File: src/sv/wsfr_pkg.sv
// Shared types, codes and constants of the frame receiver.
package wsfr_pkg;

    localparam int LEN_W = 27;
    localparam int QDEPTH = 3;
    localparam int QCNT_W = $clog2(QDEPTH + 1);

    localparam logic [LEN_W-1:0] MAX_LEN_RESET = LEN_W'(64 << 20);

    localparam logic [3:0] OP_CONT  = 4'h0;
    localparam logic [3:0] OP_TEXT  = 4'h1;
    localparam logic [3:0] OP_BIN   = 4'h2;
    localparam logic [3:0] OP_CLOSE = 4'h8;
    localparam logic [3:0] OP_PING  = 4'h9;

    localparam logic [6:0] LEN7_EXT16 = 7'd126;
    localparam logic [6:0] LEN7_EXT64 = 7'd127;

    localparam logic [15:0] CODE_NONE     = 16'd1005;
    localparam logic [15:0] CODE_ABNORMAL = 16'd1006;

    typedef enum logic [2:0] {
        KIND_DATA   = 3'd0,
        KIND_ABORT  = 3'd1,
        KIND_PONG   = 3'd2,
        KIND_REASON = 3'd3,
        KIND_CLOSE  = 3'd4,
        KIND_ERROR  = 3'd5
    } t_kind;

    typedef enum logic [1:0] {
        PH_HDR0,
        PH_HDR1,
        PH_EXT,
        PH_PAY
    } t_phase;

    typedef struct packed {
        t_kind       kind;
        logic [7:0]  data_byte;
        logic        has_data;
        logic        is_text;
        logic        last;
        logic        in_fragmented;
        logic [15:0] close_code;
    } t_result;

    typedef struct packed {
        logic [1:0]        cnt;
        t_result [1:0]     res;
    } t_push;

    function automatic t_result mk_result(t_kind kind, logic [7:0] data_byte,
                                          logic has_data, logic is_text, logic last,
                                          logic in_fragmented, logic [15:0] close_code);
        t_result r;
        r.kind          = kind;
        r.data_byte     = data_byte;
        r.has_data      = has_data;
        r.is_text       = is_text;
        r.last          = last;
        r.in_fragmented = in_fragmented;
        r.close_code    = close_code;
        return r;
    endfunction

endpackage

File: src/sv/wsfr_result_queue.sv
// Three-entry result queue that takes up to two results at once and drains one per cycle while the consumer pops.
module wsfr_result_queue (
    input  logic              i_clk,
    input  logic              i_rst_n,
    input  wsfr_pkg::t_push   i_push,
    input  logic              i_pop,
    output wsfr_pkg::t_result o_head,
    output logic              o_valid,
    output logic              o_room
);
    import wsfr_pkg::*;

    t_result [QDEPTH-1:0] r_slot;
    t_result [QDEPTH-1:0] n_slot;
    logic [QCNT_W-1:0]    r_cnt;
    logic [QCNT_W-1:0]    n_cnt;
    logic [QCNT_W-1:0]    cnt_p;
    logic                 pop_eff;

    always_comb begin
        pop_eff = i_pop && (r_cnt != '0);
        cnt_p   = r_cnt - QCNT_W'(pop_eff);
        n_slot  = r_slot;
        for (int k = 0; k < QDEPTH - 1; k++) begin
            if (pop_eff) begin
                n_slot[k] = r_slot[k+1];
            end
        end
        for (int k = 0; k < QDEPTH; k++) begin
            if (i_push.cnt != 2'd0 && cnt_p == QCNT_W'(k)) begin
                n_slot[k] = i_push.res[0];
            end
            if (i_push.cnt == 2'd2 && cnt_p + QCNT_W'(1) == QCNT_W'(k)) begin
                n_slot[k] = i_push.res[1];
            end
        end
        n_cnt = cnt_p + QCNT_W'(i_push.cnt);
    end

    always_ff @(posedge i_clk) begin
        if (!i_rst_n) begin
            r_cnt <= '0;
        end else begin
            r_cnt <= n_cnt;
        end
    end

    always_ff @(posedge i_clk) begin
        r_slot <= n_slot;
    end

    assign o_head  = r_slot[0];
    assign o_valid = (r_cnt != '0);
    assign o_room  = (r_cnt <= QCNT_W'(1));

    a_no_overflow: assert property (@(posedge i_clk) disable iff (!i_rst_n)
        (i_push.cnt != 2'd0) |-> (r_cnt <= QCNT_W'(1)))
        else $error("Results pushed into a queue without room for two.");

    a_head_hold: assert property (@(posedge i_clk) disable iff (!i_rst_n)
        (r_cnt != '0 && !i_pop) |=> $stable(r_slot[0]))
        else $error("Queue head changed while it was not taken.");

endmodule

File: src/sv/wsfr_parser.sv
// Frame header and payload parser that turns one accepted item into up to two results.
module wsfr_parser (
    input  logic                         i_clk,
    input  logic                         i_rst_n,
    input  logic                         i_accept,
    input  logic                         i_req_type,
    input  logic [7:0]                   i_rx_byte,
    input  logic [wsfr_pkg::LEN_W-1:0]   i_max_len,
    output wsfr_pkg::t_push              o_push
);
    import wsfr_pkg::*;

    t_phase           r_phase, n_phase;
    logic             r_fin, n_fin;
    logic [3:0]       r_op, n_op;
    logic [2:0]       r_ext_cnt, n_ext_cnt;
    logic [LEN_W-1:0] r_ext_len, n_ext_len;
    logic             r_big, n_big;
    logic [LEN_W-1:0] r_rem, n_rem;
    logic [1:0]       r_pidx, n_pidx;
    logic [15:0]      r_code, n_code;
    logic             r_asm, n_asm;
    logic             r_asm_text, n_asm_text;
    logic             r_done, n_done;

    t_push            push;
    logic [1:0]       k;
    logic             begin_now;
    logic             fatal_now;
    logic [LEN_W-1:0] len_v;
    logic             big_v;
    logic [LEN_W-1:0] ext_acc;
    logic             ext_big;
    logic             is_data;
    logic             empty;
    logic             text_v;
    logic             frag_v;
    logic             lastb;
    logic [1:0]       pidx_v;
    logic [15:0]      code_v;

    always_comb begin
        n_phase    = r_phase;
        n_fin      = r_fin;
        n_op       = r_op;
        n_ext_cnt  = r_ext_cnt;
        n_ext_len  = r_ext_len;
        n_big      = r_big;
        n_rem      = r_rem;
        n_pidx     = r_pidx;
        n_code     = r_code;
        n_asm      = r_asm;
        n_asm_text = r_asm_text;
        n_done     = r_done;
        push       = '0;
        k          = 2'd0;
        begin_now  = 1'b0;
        fatal_now  = 1'b0;
        len_v      = '0;
        big_v      = 1'b0;
        ext_acc    = {r_ext_len[LEN_W-9:0], i_rx_byte};
        ext_big    = r_big | (r_ext_len[LEN_W-1:LEN_W-8] != 8'd0);
        is_data    = (r_op == OP_CONT) || (r_op == OP_TEXT) || (r_op == OP_BIN);
        text_v     = (r_op == OP_CONT) ? r_asm_text : (r_op == OP_TEXT);
        frag_v     = (r_op == OP_CONT) || !r_fin;
        empty      = 1'b0;
        lastb      = (r_rem == LEN_W'(1));
        pidx_v     = r_pidx;
        code_v     = r_code;

        if (i_accept && !r_done) begin
            if (i_req_type) begin
                fatal_now = 1'b1;
            end else begin
                unique case (r_phase)
                    PH_HDR0: begin
                        n_fin   = i_rx_byte[7];
                        n_op    = i_rx_byte[3:0];
                        n_phase = PH_HDR1;
                    end
                    PH_HDR1: begin
                        if (i_rx_byte[7]) begin
                            fatal_now = 1'b1;
                        end else if (i_rx_byte[6:0] == LEN7_EXT16 ||
                                     i_rx_byte[6:0] == LEN7_EXT64) begin
                            n_ext_cnt = (i_rx_byte[6:0] == LEN7_EXT64) ? 3'd7 : 3'd1;
                            n_ext_len = '0;
                            n_big     = 1'b0;
                            n_phase   = PH_EXT;
                        end else begin
                            begin_now = 1'b1;
                            len_v     = LEN_W'(i_rx_byte[6:0]);
                        end
                    end
                    PH_EXT: begin
                        n_ext_len = ext_acc;
                        n_big     = ext_big;
                        if (r_ext_cnt == 3'd0) begin
                            begin_now = 1'b1;
                            len_v     = ext_acc;
                            big_v     = ext_big;
                        end else begin
                            n_ext_cnt = r_ext_cnt - 3'd1;
                        end
                    end
                    PH_PAY: begin
                        n_rem = r_rem - LEN_W'(1);
                        if (lastb) begin
                            n_phase = PH_HDR0;
                        end
                        if (is_data) begin
                            push.res[k[0]] = mk_result(KIND_DATA, i_rx_byte, 1'b1, text_v,
                                                       lastb && r_fin, frag_v, 16'd0);
                            k = k + 2'd1;
                            if (lastb && r_fin && r_op == OP_CONT) begin
                                n_asm      = 1'b0;
                                n_asm_text = 1'b0;
                            end
                        end else if (r_op == OP_PING) begin
                            push.res[k[0]] = mk_result(KIND_PONG, i_rx_byte, 1'b1, 1'b0,
                                                       lastb, 1'b0, 16'd0);
                            k = k + 2'd1;
                        end else if (r_op == OP_CLOSE) begin
                            if (r_pidx < 2'd2) begin
                                code_v = {r_code[7:0], i_rx_byte};
                                pidx_v = r_pidx + 2'd1;
                            end else begin
                                push.res[k[0]] = mk_result(KIND_REASON, i_rx_byte, 1'b1,
                                                           1'b0, 1'b0, 1'b0, 16'd0);
                                k = k + 2'd1;
                            end
                            n_pidx = pidx_v;
                            n_code = code_v;
                            if (lastb) begin
                                push.res[k[0]] = mk_result(KIND_CLOSE, 8'd0, 1'b0, 1'b0,
                                    1'b0, 1'b0, (pidx_v == 2'd2) ? code_v : CODE_NONE);
                                k      = k + 2'd1;
                                n_done = 1'b1;
                            end
                        end
                    end
                endcase
            end
        end

        if (begin_now) begin
            empty = (len_v == '0);
            if (big_v || len_v > i_max_len) begin
                fatal_now = 1'b1;
            end else begin
                n_phase = empty ? PH_HDR0 : PH_PAY;
                n_rem   = len_v;
                if (is_data) begin
                    if (r_op != OP_CONT && !r_fin) begin
                        if (r_asm) begin
                            push.res[k[0]] = mk_result(KIND_ABORT, 8'd0, 1'b0, r_asm_text,
                                                       1'b0, 1'b1, 16'd0);
                            k = k + 2'd1;
                        end
                        n_asm      = 1'b1;
                        n_asm_text = (r_op == OP_TEXT);
                    end else if (r_op == OP_CONT) begin
                        n_asm = 1'b1;
                    end
                    if (empty && r_fin) begin
                        push.res[k[0]] = mk_result(KIND_DATA, 8'd0, 1'b0, text_v, 1'b1,
                                                   frag_v, 16'd0);
                        k = k + 2'd1;
                        if (r_op == OP_CONT) begin
                            n_asm      = 1'b0;
                            n_asm_text = 1'b0;
                        end
                    end
                end else if (r_op == OP_PING) begin
                    if (empty) begin
                        push.res[k[0]] = mk_result(KIND_PONG, 8'd0, 1'b0, 1'b0, 1'b1,
                                                   1'b0, 16'd0);
                        k = k + 2'd1;
                    end
                end else if (r_op == OP_CLOSE) begin
                    n_pidx = 2'd0;
                    n_code = 16'd0;
                    if (empty) begin
                        push.res[k[0]] = mk_result(KIND_CLOSE, 8'd0, 1'b0, 1'b0, 1'b0,
                                                   1'b0, CODE_NONE);
                        k      = k + 2'd1;
                        n_done = 1'b1;
                    end
                end
            end
        end

        if (fatal_now) begin
            push.res[0] = mk_result(KIND_ERROR, 8'd0, 1'b0, 1'b0, 1'b0, 1'b0, 16'd0);
            push.res[1] = mk_result(KIND_CLOSE, 8'd0, 1'b0, 1'b0, 1'b0, 1'b0,
                                    CODE_ABNORMAL);
            k      = 2'd2;
            n_done = 1'b1;
        end
        push.cnt = k;
    end

    always_ff @(posedge i_clk) begin
        if (!i_rst_n) begin
            r_phase    <= PH_HDR0;
            r_fin      <= 1'b0;
            r_op       <= 4'd0;
            r_ext_cnt  <= 3'd0;
            r_ext_len  <= '0;
            r_big      <= 1'b0;
            r_rem      <= '0;
            r_pidx     <= 2'd0;
            r_code     <= 16'd0;
            r_asm      <= 1'b0;
            r_asm_text <= 1'b0;
            r_done     <= 1'b0;
        end else begin
            r_phase    <= n_phase;
            r_fin      <= n_fin;
            r_op       <= n_op;
            r_ext_cnt  <= n_ext_cnt;
            r_ext_len  <= n_ext_len;
            r_big      <= n_big;
            r_rem      <= n_rem;
            r_pidx     <= n_pidx;
            r_code     <= n_code;
            r_asm      <= n_asm;
            r_asm_text <= n_asm_text;
            r_done     <= n_done;
        end
    end

    assign o_push = push;

    a_halt_sticky: assert property (@(posedge i_clk) disable iff (!i_rst_n)
        r_done |=> r_done)
        else $error("Parser left the halted state without a reset.");

    a_halt_silent: assert property (@(posedge i_clk) disable iff (!i_rst_n)
        r_done |-> (o_push.cnt == 2'd0))
        else $error("Halted parser produced a result.");

    a_pay_nonempty: assert property (@(posedge i_clk) disable iff (!i_rst_n)
        (r_phase == PH_PAY) |-> (r_rem != '0))
        else $error("Payload phase entered with no bytes remaining.");

endmodule

File: src/sv/websocket_frame_receiver.sv
// Top level of the frame receiver: configuration register, parser and result queue.
// The receiver accepts one item per cycle as long as its result queue holds at most one
// result, and writes the results of an accepted item into the registered result queue.
// Most items give zero or one result; an error with its close event, and a final close
// reason byte with its close event, give two, which leave the three-entry result queue one
// at a time. The output rate of one result per cycle while the consumer is ready is what
// bounds throughput.
module websocket_frame_receiver (
    input  logic                       i_clk,
    input  logic                       i_rst_n,
    input  logic                       i_cfg_we,
    input  logic [wsfr_pkg::LEN_W-1:0] i_cfg_data,
    input  logic                       i_valid,
    output logic                       o_ready,
    input  logic                       i_req_type,
    input  logic [7:0]                 i_rx_byte,
    output logic                       o_valid,
    input  logic                       i_ready,
    output logic [2:0]                 o_kind,
    output logic [7:0]                 o_data_byte,
    output logic                       o_has_data,
    output logic                       o_is_text,
    output logic                       o_last,
    output logic                       o_in_fragmented,
    output logic [15:0]                o_close_code
);
    import wsfr_pkg::*;

    logic [LEN_W-1:0] r_max_len;
    logic             accept;
    logic             room;
    t_push            push;
    t_result          head;

    always_ff @(posedge i_clk) begin
        if (!i_rst_n) begin
            r_max_len <= MAX_LEN_RESET;
        end else if (i_cfg_we) begin
            r_max_len <= i_cfg_data;
        end
    end

    assign o_ready = room;
    assign accept  = i_valid && room;

    wsfr_parser u_parser (
        .i_clk      (i_clk),
        .i_rst_n    (i_rst_n),
        .i_accept   (accept),
        .i_req_type (i_req_type),
        .i_rx_byte  (i_rx_byte),
        .i_max_len  (r_max_len),
        .o_push     (push)
    );

    wsfr_result_queue u_queue (
        .i_clk   (i_clk),
        .i_rst_n (i_rst_n),
        .i_push  (push),
        .i_pop   (i_ready),
        .o_head  (head),
        .o_valid (o_valid),
        .o_room  (room)
    );

    assign o_kind          = head.kind;
    assign o_data_byte     = head.data_byte;
    assign o_has_data      = head.has_data;
    assign o_is_text       = head.is_text;
    assign o_last          = head.last;
    assign o_in_fragmented = head.in_fragmented;
    assign o_close_code    = head.close_code;

endmodule
File: config.mk
export PLATFORM = sky130hd
export DESIGN_NAME = websocket_frame_receiver
export DESIGN_NICKNAME = d
export VERILOG_FILES = /design/src/sv/wsfr_pkg.sv /design/src/sv/wsfr_result_queue.sv /design/src/sv/wsfr_parser.sv /design/src/sv/websocket_frame_receiver.sv
export SDC_FILE = /design/constraint.sdc
export NUM_CORES = 1
export LEC_CHECK = 0
export BUFFER_PORTS_ARGS = -buffer_cell sky130_fd_sc_hd__buf_2
export CORE_MARGIN = 2
export CORE_UTILIZATION = 40
export CTS_BUF_LIST = sky130_fd_sc_hd__clkbuf_4 sky130_fd_sc_hd__clkbuf_8
export CTS_CLUSTER_DIAMETER = 60
export DETAILED_ROUTE_END_ITERATION = 12
export PLACE_DENSITY = 0.67
export SETUP_SLACK_MARGIN = 0.2
export SYNTH_ARGS = -nofsm -noshare
export SYNTH_HDL_FRONTEND = slang
export SYNTH_SLANG_ARGS = --single-unit
export TNS_END_PERCENT = 50
File: constraint.sdc
create_clock -name i_clk -period 18.6 [get_ports i_clk]
set_input_delay 5.58 -clock i_clk [delete_from_list [all_inputs] [get_ports i_clk]]
set_output_delay 5.58 -clock i_clk [all_outputs]
set_load 0.1 [all_outputs]
# Yosys cells after proc, flatten, opt, wreduce, memory -nomap -nowiden
# Index checks and enable logic that the tools add are counted.
dict set report op_classes {
  add_sub_neg 9
  order_cmp 9
  eq_ne 19
  mux 196
  n_bitwise 8
  n_reduce_logical 40
}
# cell n
set op_table {}
lappend op_table {{$mux 62} 19}
lappend op_table {{$mux 31} 21}
lappend op_table {{$mux 16} 19}
lappend op_table {{$mux 27} 11}
lappend op_table {{$bwmux 62} 3}
lappend op_table {{$pmux 27 s2} 2}
lappend op_table {{$mux 2} 52}
lappend op_table {{$demux 31 s1} 3}
lappend op_table {{$and 58x58->58} 1}
lappend op_table {{$not 58->58} 1}
lappend op_table {{$mux 1} 56}
lappend op_table {{$and 44x44->44} 1}
lappend op_table {{$not 44->44} 1}
lappend op_table {{$mux 30} 1}
lappend op_table {{$eq 27x1->1 const B} 1}
lappend op_table {{$gt 27x27->1} 1}
lappend op_table {{$logic_not 27->1} 1}
lappend op_table {{$sub 27x1->27 const B} 1}
lappend op_table {{$or 18x18->18} 1}
lappend op_table {{$logic_and 1x1->1} 16}
lappend op_table {{$eq 7x7->1 const B} 2}
lappend op_table {{$eq 2x2->1 const B} 6}
lappend op_table {{$mux 3} 4}
lappend op_table {{$add 2x1->2 const B} 5}
lappend op_table {{other kinds (32)} 52}
dict set report totals {
  reg_bits 208
  input_bits 41
  output_inout_bits 33
  wordCells 316
}

# Logic depth before layout (Yosys ltp)
# Gate-level depths: netlist (run 1).
dict set report depth {
  depth_word 34
  ltp_mapped 23
  ltp_nobuf 21
}

# Hierarchy
# Synthesis (run 1) repeated with hierarchy kept, for this count alone.
dict set report hier_totals {
  cells_unflattened 1418
  area_unflattened_um2 13096.3
}
# module n_inst cells_each area_per_inst_um2 seq_area_each_um2
set by_module_without_submodules {}
lappend by_module_without_submodules {wsfr_parser 1 846 6652.6 1721.7}
lappend by_module_without_submodules {wsfr_result_queue 1 485 5401.4 2832.7}
lappend by_module_without_submodules {websocket_frame_receiver 1 87 1042.2 540.5}

# Worst setup path after synthesis (run 1)
# Ideal clock, no wire load.
dict set report synth_path {
  kind {in2reg}
  startpoint {input port i_req_type}
  endpoint {register u_queue.r_slot[31] in the netlist's numbering (enable)}
  setup_ns 0.471
  t_arrival_ns 9.498
  required_ns 18.129
  path_slack_ns 8.631
  path_stages 16
  path_buffers 2
  cell_sequence {nor4b_4 nand2_2 a21oi_2 clkbuf_1 and2_1 ha_1 nor2b_1 o31ai_1 a31oi_1 o21a_1 o21a_1 nor3_2 a21oi_4 o21ai_1 clkbuf_1 nand2_1}
}
dict set report synth_via {
  elab_chain_len 17
  word_cells_on_any_way 36
  classes_between {2 x add/sub; 1 x order compare; 1 x eq/ne; 25 x mux; 7 x reduce/logical}
}
# element line_no
set synth_lines {}
lappend synth_lines {{start: declaration} websocket_frame_receiver.sv:15} ;# input logic i_req_type,
lappend synth_lines {{$mux 2} wsfr_parser.sv:72} ;# if (i_req_type) begin
lappend synth_lines {{$mux 2} wsfr_parser.sv:71} ;# if (i_accept && !r_done) begin
lappend synth_lines {{$add 2x1->2} {wsfr_parser.sv:158, wsfr_parser.sv:178, wsfr_parser.sv:186}}
lappend synth_lines {{$mux 2} wsfr_parser.sv:155} ;# if (r_asm) begin
lappend synth_lines {{$mux 2} wsfr_parser.sv:154} ;# if (r_op != OP_CONT && !r_fin) begin
lappend synth_lines {{$mux 2} wsfr_parser.sv:153} ;# if (is_data) begin
lappend synth_lines {{$mux 2} wsfr_parser.sv:148} ;# if (big_v || len_v > i_max_len) begin
lappend synth_lines {{$mux 2} wsfr_parser.sv:146} ;# if (begin_now) begin
lappend synth_lines {{$add 2x1->2} wsfr_parser.sv:168} ;# k = k + 2'd1;
lappend synth_lines {{$mux 2} wsfr_parser.sv:165} ;# if (empty && r_fin) begin
lappend synth_lines {{$mux 2} wsfr_parser.sv:153}
lappend synth_lines {{$mux 2} wsfr_parser.sv:148}
lappend synth_lines {{$mux 2} wsfr_parser.sv:146}
lappend synth_lines {{$mux 2 (*)} wsfr_parser.sv:193} ;# if (fatal_now) begin
lappend synth_lines {{$eq 2x2->1 / $reduce_bool 2->1 (equally long branches)} {wsfr_result_queue.sv:33, wsfr_result_queue.sv:30}}
lappend synth_lines {{$logic_and 1x1->1 (on tied branches)} {wsfr_result_queue.sv:33, wsfr_result_queue.sv:30}}
lappend synth_lines {{$reduce_bool 3->1 (no source line) (*)} -}
lappend synth_lines {{end signal: assignment} wsfr_result_queue.sv:49} ;# r_slot <= n_slot;
lappend synth_lines {{end: declaration} wsfr_result_queue.sv:13} ;# t_result [QDEPTH-1:0] r_slot;
# Every way passes the cells marked *; elsewhere a longest branch is shown, timed or not. The select of a mux whose other input is x is not followed.
# A chain may end at the register's enable or synchronous reset.

# Final worst setup path (run 1)
dict set report layout_path {
  startpoint {input port i_req_type}
  endpoint {register u_queue.r_slot (netlist bit u_queue.o_head[15]) (enable)}
}
# The elaborated chain is that of the path after synthesis.

==> impl_metrics.py, run 1 <==
metrics = {
    "status": {
        "run_status": "complete, no violations",
    },
    "timing": {
        "final-setup-viol-count": 0,
        "period_minus_slack_ns": 10.66,
        "hold_viol": 0,
        "fmax_ghz": 0.09380,
        "relSlewSlack": 0.1945,
        "timing.final.crit_share": 0.5732,
        "rsz0062_at_grt": "no",
        "fin_skew_ns": 0.05932,
        "tightest_slew_ns": 1.208,
        "tns_ns": 0,
        "worst_hold_slack_ns": 0.4493,
        "slew_violations": 0,
        "setup_slack_ns": 7.939,
    },
    "critical_path": {
        "startpoint_type": "input pin",
        "critPathKind": "in -> reg",
        "path_max_fanout": 31,
        "cp.arrival_ns": 10.91,
        "cp.required_ns": 18.85,
        "critical_path.endpoint_type": "flop",
    },
    "floorplanning": {
        "fp.dieW_um": 173.3,
        "dieArea_um2": 30030,
        "ios": 74,
        "core_um2": 28010,
        "rows": 61,
        "start_util": 0.4093,
        "die_h_um": 173.3,
    },
    "detailed_routing": {
        "highest_layer": "met4",
        "drt_iter0_markers": 874,
        "vias": 9259,
        "wl_per_cell_um": 17.33,
        "dr.pass1.iters": 5,
        "remaining_drc_errors": 0,
        "vias_per_cell": 5.479,
        "met1_length_um": 13600,
        "met2_length_um": 13070,
        "antenna_left": 0,
        "wl_um": 29290,
        "wl_met3_um": 1959,
    },
    "cts": {
        "clock_path_buffers": 3,
        "h-tree-depth": 2,
        "clkSlewWorstSetupHoldPaths_ns": 0.06,
        "cts-buffers-inserted": 38,
        "cts_resized": 0,
        "post_cts_buffers": 0,
        "clock_latency_ns": 0.55,
        "root_buffer": "clkbuf_8",
        "hold_buffers": 0,
        "cts_tree": "built",
        "cts_sinks": 208,
    },
    "finish": {
        "final_nets": 1371,
        "layout-drive-gt1-share": 0.1463,
        "fin_util": 0.4517,
        "seqCellArea_um2": 5095,
        "multi_input_area_um2": 5658,
        "area_growth_pct": 10.37,
        "n_antenna_cell": 0,
        "fill_cells": 2722,
    },
    "global_route": {
        "grt_pass1_wl_um": 47740,
        "grt_pass1_vias": 8902,
        "overflow": 0,
        "grt_usage": 0.1946,
        "grt_max_degree": 63,
        "antenna_found_initial": 2,
    },
    "flow_run": {
        "maxCapViolCount": 0,
    },
    "placement": {
        "numPortBuffers": 73,
        "hpwl_um": 20740,
        "dpl_worst_slack_ns": 7.345,
        "gp_congestion": 0.9040,
    },
    "synth": {
        "muxShareOfSynthArea": 0.05206,
        "synth_edf_count": 93,
        "yosysMostFrequentCell": "nand2_1",
        "synth-simple-area-share": 0.2088,
        "yosysTopAreaCellShare": 0.2436,
        "syn-cell-area_um2": 11460,
        "syn_nets": 1346,
        "netlist-cell-type-count": 83,
        "synth_top_area_cell": "edfxtp_1",
        "synth-seq-cells": 208,
        "synth_cells": 1259,
        "avgSynthCellArea_um2": 9.106,
        "synth_xor_area_frac": 0.02292,
        "yosys-top-cells-area": "edfxtp_1, dfxtp_1, nand2_1",
        "synth_top_family_by_area": "simple AND/OR/NAND/NOR gates",
        "seq_area_frac_synth": 0.4444,
        "synth_flop_cell": "dfxtp_1",
        "yosysWarnings": 0,
        "synthTopCellsByCount": "nand2_1, nor2_1, dfxtp_1",
        "synthAdderAreaFrac": 0.05020,
        "synthArstFlopShare": 0,
        "synth_compound_area_frac": 0.1590,
    },
    "power_and_ir_drop": {
        "p_leak_nw": 4.778,
        "p_per_area_nw_per_um2": 126.7,
        "ir_worst_vdd_mv": 0.06385,
        "power_mw": 1.603,
    },
    "hold_path": {
        "holdCritPathClass": "reg -> reg",
    },
}
worst max-delay path, stage by stage:
cell       delay (ns)
buf_2            0.12
nor4b_4          0.70
and3_1           0.62
and2_1           0.25
ha_1             0.26
a21oi_1          0.13
o21ai_0          0.11
a2111oi_0        0.51
o21ai_0          0.33
o21a_1           0.32
nor3_2           0.46
a2111oi_4        0.24
a21oi_2          0.87
nand2_1          0.11
buf_4            0.29
cell usage in the layout (no fill, tap or decap), drive strengths merged, types with 3 or more instances in the layout:
master   count
a2111oi      3
a211oi      37
a21oi       74
a22o        17
a22oi        9
a31oi       12
and2        40
and3        15
buf         85
clkbuf      60
clkinv       6
dfxtp      115
edfxtp      93
ha          46
inv         50
mux2i       58
nand2      164
nand3       59
nand4       15
nor2       128
nor2b        4
nor3        26
nor4        19
nor4b        3
o211ai      13
o21a        12
o21ai       61
o221ai       4
o22ai        5
o31ai        9
or3          4
or4          4
xnor2       22
xor2         8
metrics by stage:
stage	area, µm²	instances
finish	12650	1690
global route	12650	1690
CTS	12650	1690
detailed placement	11870	1622
global placement	11870	1622
floorplan	11460	1259
metal layers:
metal	global-route usage	vias up
met2	0.3092	296
li1	-	4542
met1	0.2729	4366
met4	0.05685	0
met5	0	-
met3	0.03180	55
registers in the layout, indices dropped and copies added (netlist names):
| register | flops |
|---|---|
| u_parser.r_pidx | 2 |
| u_parser.r_code | 16 |
| u_queue.r_cnt | 2 |
| u_parser.r_big | 1 |
| u_parser.r_phase | 2 |
| u_parser.r_op | 4 |
| u_parser.r_ext_len | 27 |
| u_queue.r_slot | 62 |
| u_queue.o_head | 31 |
| u_parser.r_rem | 27 |
| u_parser.r_ext_cnt | 3 |
| r_max_len | 27 |
| u_parser.r_fin | 1 |
| u_parser.r_asm_text | 1 |
| u_parser.r_done | 1 |
| u_parser.r_asm | 1 |
final timing paths:
check / startpoint / end / slack, ns / cells past startpoint
max: i_req_type / u_queue.o_head[15] / 7.94 / 15
min reg2reg: u_parser.r_ext_len[25] / u_parser.r_ext_len[25] / 0.45 / 2
max reg2reg: u_parser.r_rem[19] / u_queue.o_head[15] / 12.18 / 19
min: u_parser.r_ext_len[25] / u_parser.r_ext_len[25] / 0.45 / 2
cell families (layout without fill, tap and decap cells):
kind of cell,Yosys count,count (layout)
compound gates,274,274
flops,208,208
simple gates,493,493
buf+inv,150,203
fa+ha+maj,46,46
xor+xnor,30,30
mux,58,58
where the power goes:
group,total [mW],leakage (nW),switching (mW),internal [mW]
Sequential,0.626,1.80,0.0279,0.598
Clock,0.440,0.417,0.191,0.249
Combinational,0.537,2.56,0.431,0.106
Total,1.60,4.78,0.650,0.953
layout make-up:
cell class / count / area share
clock buffer: 60 / 0.05735
clock inverter: 8 / 0.004450
inverter: 50 / 0.01503
multi-input combinational: 901 / 0.4471
sequential: 208 / 0.4026
tap: 378 / 0.03738
timing repair buffer: 85 / 0.03599
No activity file was read; power rests on OpenSTA's default activity.
==> run 2, diff against run 1 <==
clock period = 9.89 ns   (was 18.6 ns; I/O delays follow)
==> impl_metrics.py, run 2 (synthesis gave the netlist of run 1 again) <==
metrics = {
    "critical_path": {
        "critPathTopFamily": "simple AND/OR/NAND/NOR gates",
        "critical_path.endpoint_type": "flop",
        "critical_path.cell_chain": "buf_2 -> nor4b_4 -> and3_1 -> and2_1 -> ha_1 -> a21oi_1 -> o21ai_0 -> a2111oi_0 -> o21ai_0 -> o21ai_1 -> a41oi_1 -> o211ai_4 -> and2_1 -> and2_1 -> a22o_1",
        "cp_num_cells": 15,
        "r2r_start": "u_parser.r_rem[9]",
        "critPathLaunch": "i_req_type",
        "cp.arrival_ns": 8.24,
        "timing.reg2reg.worst_path_depth": 19,
        "critPathKind": "in -> reg",
        "timing.critical_path.buf_inv": 1,
        "slowest_stage": "nor4b_4",
        "cp.required_ns": 10.29,
        "path_common_cell": "and2_1",
        "r2r_setup_slack_ns": 3.88,
        "r2r-end": "u_queue.o_head[14]",
        "max_stage_delay_ns": 0.66,
        "startpoint_type": "input pin",
        "endpoint": "u_queue.r_slot[57]",
        "path_max_fanout": 21,
    },
    "timing": {
        "rsz0062_at_grt": "no",
        "fmax_ghz": 0.1275,
        "timing.final.crit_share": 0.7928,
        "tightest_slew_ns": 1.238,
        "hold_viol": 0,
        "relSlewSlack": 0.1744,
        "period_minus_slack_ns": 7.841,
        "tns_ns": 0,
        "final-setup-viol-count": 0,
        "fin_skew_ns": 0.05840,
        "slew_violations": 0,
    },
    "placement": {
        "hpwl_um": 20610,
        "numPortBuffers": 73,
        "gp_congestion": 0.9431,
    },
    "power_and_ir_drop": {
        "power_mw": 2.996,
        "p_per_area_nw_per_um2": 237.2,
        "ir_worst_vdd_mv": 0.1325,
        "p_leak_nw": 4.762,
    },
    "cts": {
        "cts_sinks": 208,
        "post_cts_buffers": 0,
        "root_buffer": "clkbuf_8",
        "clock_latency_ns": 0.56,
        "clock_path_buffers": 3,
        "cts-buffers-inserted": 38,
        "h-tree-depth": 2,
        "clkSlewWorstSetupHoldPaths_ns": 0.05,
        "cts_tree": "built",
        "hold_buffers": 0,
        "cts_resized": 0,
    },
    "detailed_routing": {
        "remaining_drc_errors": 0,
        "wl_um": 29050,
        "antenna_left": 0,
        "drt_iter0_markers": 958,
        "vias_per_cell": 5.435,
        "wl_per_cell_um": 17.20,
        "vias": 9179,
        "dr.pass1.iters": 5,
    },
    "finish": {
        "final_cell_mix": "nand2_1, nor2_1, dfxtp_1",
        "fill_cells": 2705,
        "final_nets": 1372,
        "area_growth_pct": 10.17,
        "multi_input_area_um2": 5658,
        "n_antenna_cell": 0,
        "layout-drive-gt1-share": 0.1426,
        "top_register": "u_queue.r_slot",
        "seqCellArea_um2": 5095,
        "largest_register_ffs": 62,
        "layout_commonest_cell": "nand2_1",
    },
    "hold_path": {
        "holdCritPathClass": "reg -> reg",
        "hold_depth": 2,
    },
    "floorplanning": {
        "start_util": 0.4093,
        "ios": 74,
        "fp.dieW_um": 173.3,
        "rows": 61,
        "core_um2": 28010,
        "dieArea_um2": 30030,
        "die_h_um": 173.3,
    },
    "status": {
        "run_status": "complete, no violations",
    },
    "global_route": {
        "overflow": 0,
        "antenna_found_initial": 1,
        "grt_pass1_vias": 8678,
        "grt_usage": 0.1924,
        "grt_max_degree": 94,
        "grt_pass1_wl_um": 46980,
    },
    "flow_run": {
        "maxCapViolCount": 0,
    },
}
run 2: cell count changes in the layout (fill, tap and decap cells not counted), sizes merged:
cell,before,now
clkbuf,60,56
clkinv,6,9
buf,85,86
clkinvlp,2,1
run 2: layout make-up:
type | instances | share of cell area
multi-input combinational | 901 | 0.4479
sequential | 208 | 0.4034
clock buffer | 56 | 0.05458
tap | 378 | 0.03744
timing repair buffer | 86 | 0.03665
inverter | 50 | 0.01506
clock inverter | 10 | 0.004953
run 2: worst min path at each step:
stage / startpoint / to / slack, ns
5_1_grt: u_parser.r_ext_len[23] / u_parser.r_ext_len[23] / 0.46
4_1_cts: u_parser.r_ext_len[25] / u_parser.r_ext_len[25] / 0.45
2_1_floorplan: u_parser.r_ext_len[21] / u_parser.r_ext_len[21] / 0.43
3_3_place_gp: u_parser.r_code[9] / u_parser.r_code[9] / 0.44
3_5_place_dp: u_parser.r_big / u_parser.r_big / 0.44
6_report: u_parser.r_ext_len[23] / u_parser.r_ext_len[23] / 0.45
run 2: layer usage:
layer / GRT usage / wire length [µm] / up-vias
met5: 0 / 0 / -
met4: 0.05049 / 514 / 0
met2: 0.3002 / 13020 / 288
li1: - / - / 4542
met3: 0.03333 / 1959 / 38
met1: 0.2755 / 13560 / 4311
run 2: power by group:
| group | internal, mW | switching (mW) | total [mW] |
|---|---|---|---|
| registers | 1.13 | 0.0514 | 1.18 |
| clock network | 0.448 | 0.359 | 0.806 |
| logic | 0.202 | 0.811 | 1.01 |
run 2: tightest hold or removal path: cells and delay by family, from the launching register on:
family	cells	cell delay, ns
flip-flops	1	0.30
AND/OR/NAND/NOR	1	0.05
AO/OA/AOI/OAI	1	0.05
run 2: per-stage QoR:
| step | util | worst slack, ns | cell area [µm²] | std cells | hold slack [ns] |
|---|---|---|---|---|---|
| finish | 0.4509 | 2.049 | 12630 | 1689 | 0.4541 |
| detailed placement | 0.4241 | 1.606 | 11880 | 1623 | 0.4448 |
| global placement | 0.4241 | 1.755 | 11880 | 1623 | 0.4403 |
| global route | 0.4509 | 1.734 | 12630 | 1689 | 0.4642 |
| floorplan | - | 2.534 | 11460 | 1259 | 0.4316 |
| CTS | 0.4509 | 2.168 | 12630 | 1689 | 0.4526 |
==> run 3, diff against run 2 <==
clock period = 7.3 ns   (was 9.89 ns; I/O delays follow)
==> impl_metrics.py, run 3 (synthesis gave the netlist of run 1 again) <==
metrics = {
    "timing": {
        "rsz0062_at_grt": "no",
        "tightest_slew_ns": 1.173,
        "fmax_ghz": 0.1638,
        "fin_skew_ns": 0.04594,
        "hold_viol": 0,
        "slew_violations": 0,
        "period_minus_slack_ns": 6.106,
        "setup_slack_ns": 1.194,
        "tns_ns": 0,
        "final-setup-viol-count": 0,
        "relSlewSlack": 0.2180,
        "worst_hold_slack_ns": 0.4504,
        "timing.final.crit_share": 0.8365,
    },
    "detailed_routing": {
        "wl_per_cell_um": 17.52,
        "remaining_drc_errors": 0,
        "wl_um": 30110,
        "vias": 9370,
        "dr.pass1.iters": 6,
        "drt_iter0_markers": 717,
        "vias_per_cell": 5.454,
        "antenna_left": 0,
    },
    "finish": {
        "layout-drive-gt1-share": 0.1597,
        "fill_cells": 2748,
        "seqCellArea_um2": 5095,
        "multi_input_area_um2": 5658,
        "layout_commonest_cell": "nand2_1",
        "n_antenna_cell": 0,
        "final_nets": 1397,
        "largest_register_ffs": 62,
        "instances_no_fill": 1718,
        "area_growth_pct": 11.90,
        "top_register": "u_queue.r_slot",
        "final_cell_mix": "nand2_1, nor2_1, dfxtp_1",
    },
    "power_and_ir_drop": {
        "ir_worst_vdd_mv": 0.1375,
        "p_leak_nw": 4.897,
        "p_per_area_nw_per_um2": 319.7,
    },
    "floorplanning": {
        "rows": 61,
        "start_util": 0.4093,
        "fp.dieW_um": 173.3,
        "core_um2": 28010,
        "dieArea_um2": 30030,
        "die_h_um": 173.3,
        "ios": 74,
    },
    "global_route": {
        "grt_max_degree": 58,
        "grt_pass1_wl_um": 48500,
        "overflow": 0,
        "grt_usage": 0.1988,
        "antenna_found_initial": 0,
        "grt_pass1_vias": 9058,
    },
    "placement": {
        "numPortBuffers": 73,
        "gp_congestion": 0.9158,
        "place_inst": 1647,
        "hpwl_um": 21460,
        "dpl_worst_slack_ns": 0.6097,
    },
    "cts": {
        "cts_sinks": 208,
        "clkSlewWorstSetupHoldPaths_ns": 0.06,
        "post_cts_buffers": 0,
        "cts_tree": "built",
        "clock_latency_ns": 0.56,
        "cts-buffers-inserted": 39,
        "hold_buffers": 0,
        "cts_resized": 0,
        "h-tree-depth": 2,
        "clock_path_buffers": 3,
        "root_buffer": "clkbuf_8",
    },
    "critical_path": {
        "cp.required_ns": 7.72,
        "cp.arrival_ns": 6.53,
        "path_max_fanout": 13,
        "critPathKind": "in -> reg",
        "startpoint_type": "input pin",
        "r2r_setup_slack_ns": 1.26,
        "critical_path.endpoint_type": "flop",
    },
    "status": {
        "run_status": "complete, no violations",
    },
    "flow_run": {
        "maxCapViolCount": 0,
    },
    "hold_path": {
        "holdCritPathClass": "reg -> reg",
    },
}
==> run 3: changes by cell type in the layout (fill, tap and decap cells not counted), moves of 2 or more <==
cell | before | now
buf_4 | 13 | 36
inv_6 | 0 | 2
clkbuf_4 | 13 | 11
clkinv_1 | 4 | 6
clkinv_2 | 3 | 9
clkbuf_8 | 43 | 41
==> run 3: layout make-up <==
| type | count | area share |
|---|---|---|
| Inverter | 50 | 0.01482 |
| Timing Repair Buffer | 110 | 0.05111 |
| Multi-Input combinational cell | 901 | 0.4410 |
| Clock buffer | 52 | 0.05042 |
| Tap cell | 378 | 0.03687 |
| Sequential cell | 208 | 0.3972 |
| Clock inverter | 19 | 0.008583 |
==> run 3: worst paths after layout <==
check	cells past startpoint	from	endpoint
min reg2reg	2	u_parser.r_code[2]	u_parser.r_code[10]
max reg2reg	19	u_parser.r_rem[9]	u_queue.o_head[12]
min	2	u_parser.r_code[2]	u_parser.r_code[10]
max	16	i_req_type	u_queue.r_slot[58]
==> run 3: power breakdown <==
group	switching (mW)	internal, mW	total (mW)
Clock	0.513	0.588	1.10
Sequential	0.0719	1.52	1.60
Combinational	1.11	0.292	1.40
Total	1.70	2.40	4.10
==> run 3: worst max-delay path: stages <==
cell and delay, ns:
buf_2 0.12, nor4b_4 0.28, and3_1 0.43, and2_1 0.21, ha_1 0.26, a21oi_1 0.13, o21ai_0 0.20, a2111oi_0 0.55
buf_4 0.20, o21ai_0 0.16, o211ai_1 0.34, and3_1 0.45, nand3_1 0.21, a21oi_2 0.25, and2_1 0.35, a22o_1 0.18
==> run 3: layer usage <==
layer | wire length [µm] | part of all wire | up-vias | global-route usage
li1 | - | - | 4588 | -
met1 | 14150 | 0.47 | 4449 | 0.2729
met2 | 13600 | 0.45 | 277 | 0.3193
met3 | 1737 | 0.058 | 56 | 0.03596
met4 | 620 | 0.021 | 0 | 0.06038
met5 | 0 | 0 | - | 0
==> run 3: through the flow <==
step / utilization / instance area [µm²] / power (mW)
after detailed placement: 0.4310 / 12070 / 3.022
final: 0.4580 / 12830 / 4.101
after floorplan: - / 11460 / 2.838
after global routing: 0.4580 / 12830 / 4.281
after global placement: 0.4310 / 12070 / 3.005
after CTS: 0.4580 / 12830 / 4.131
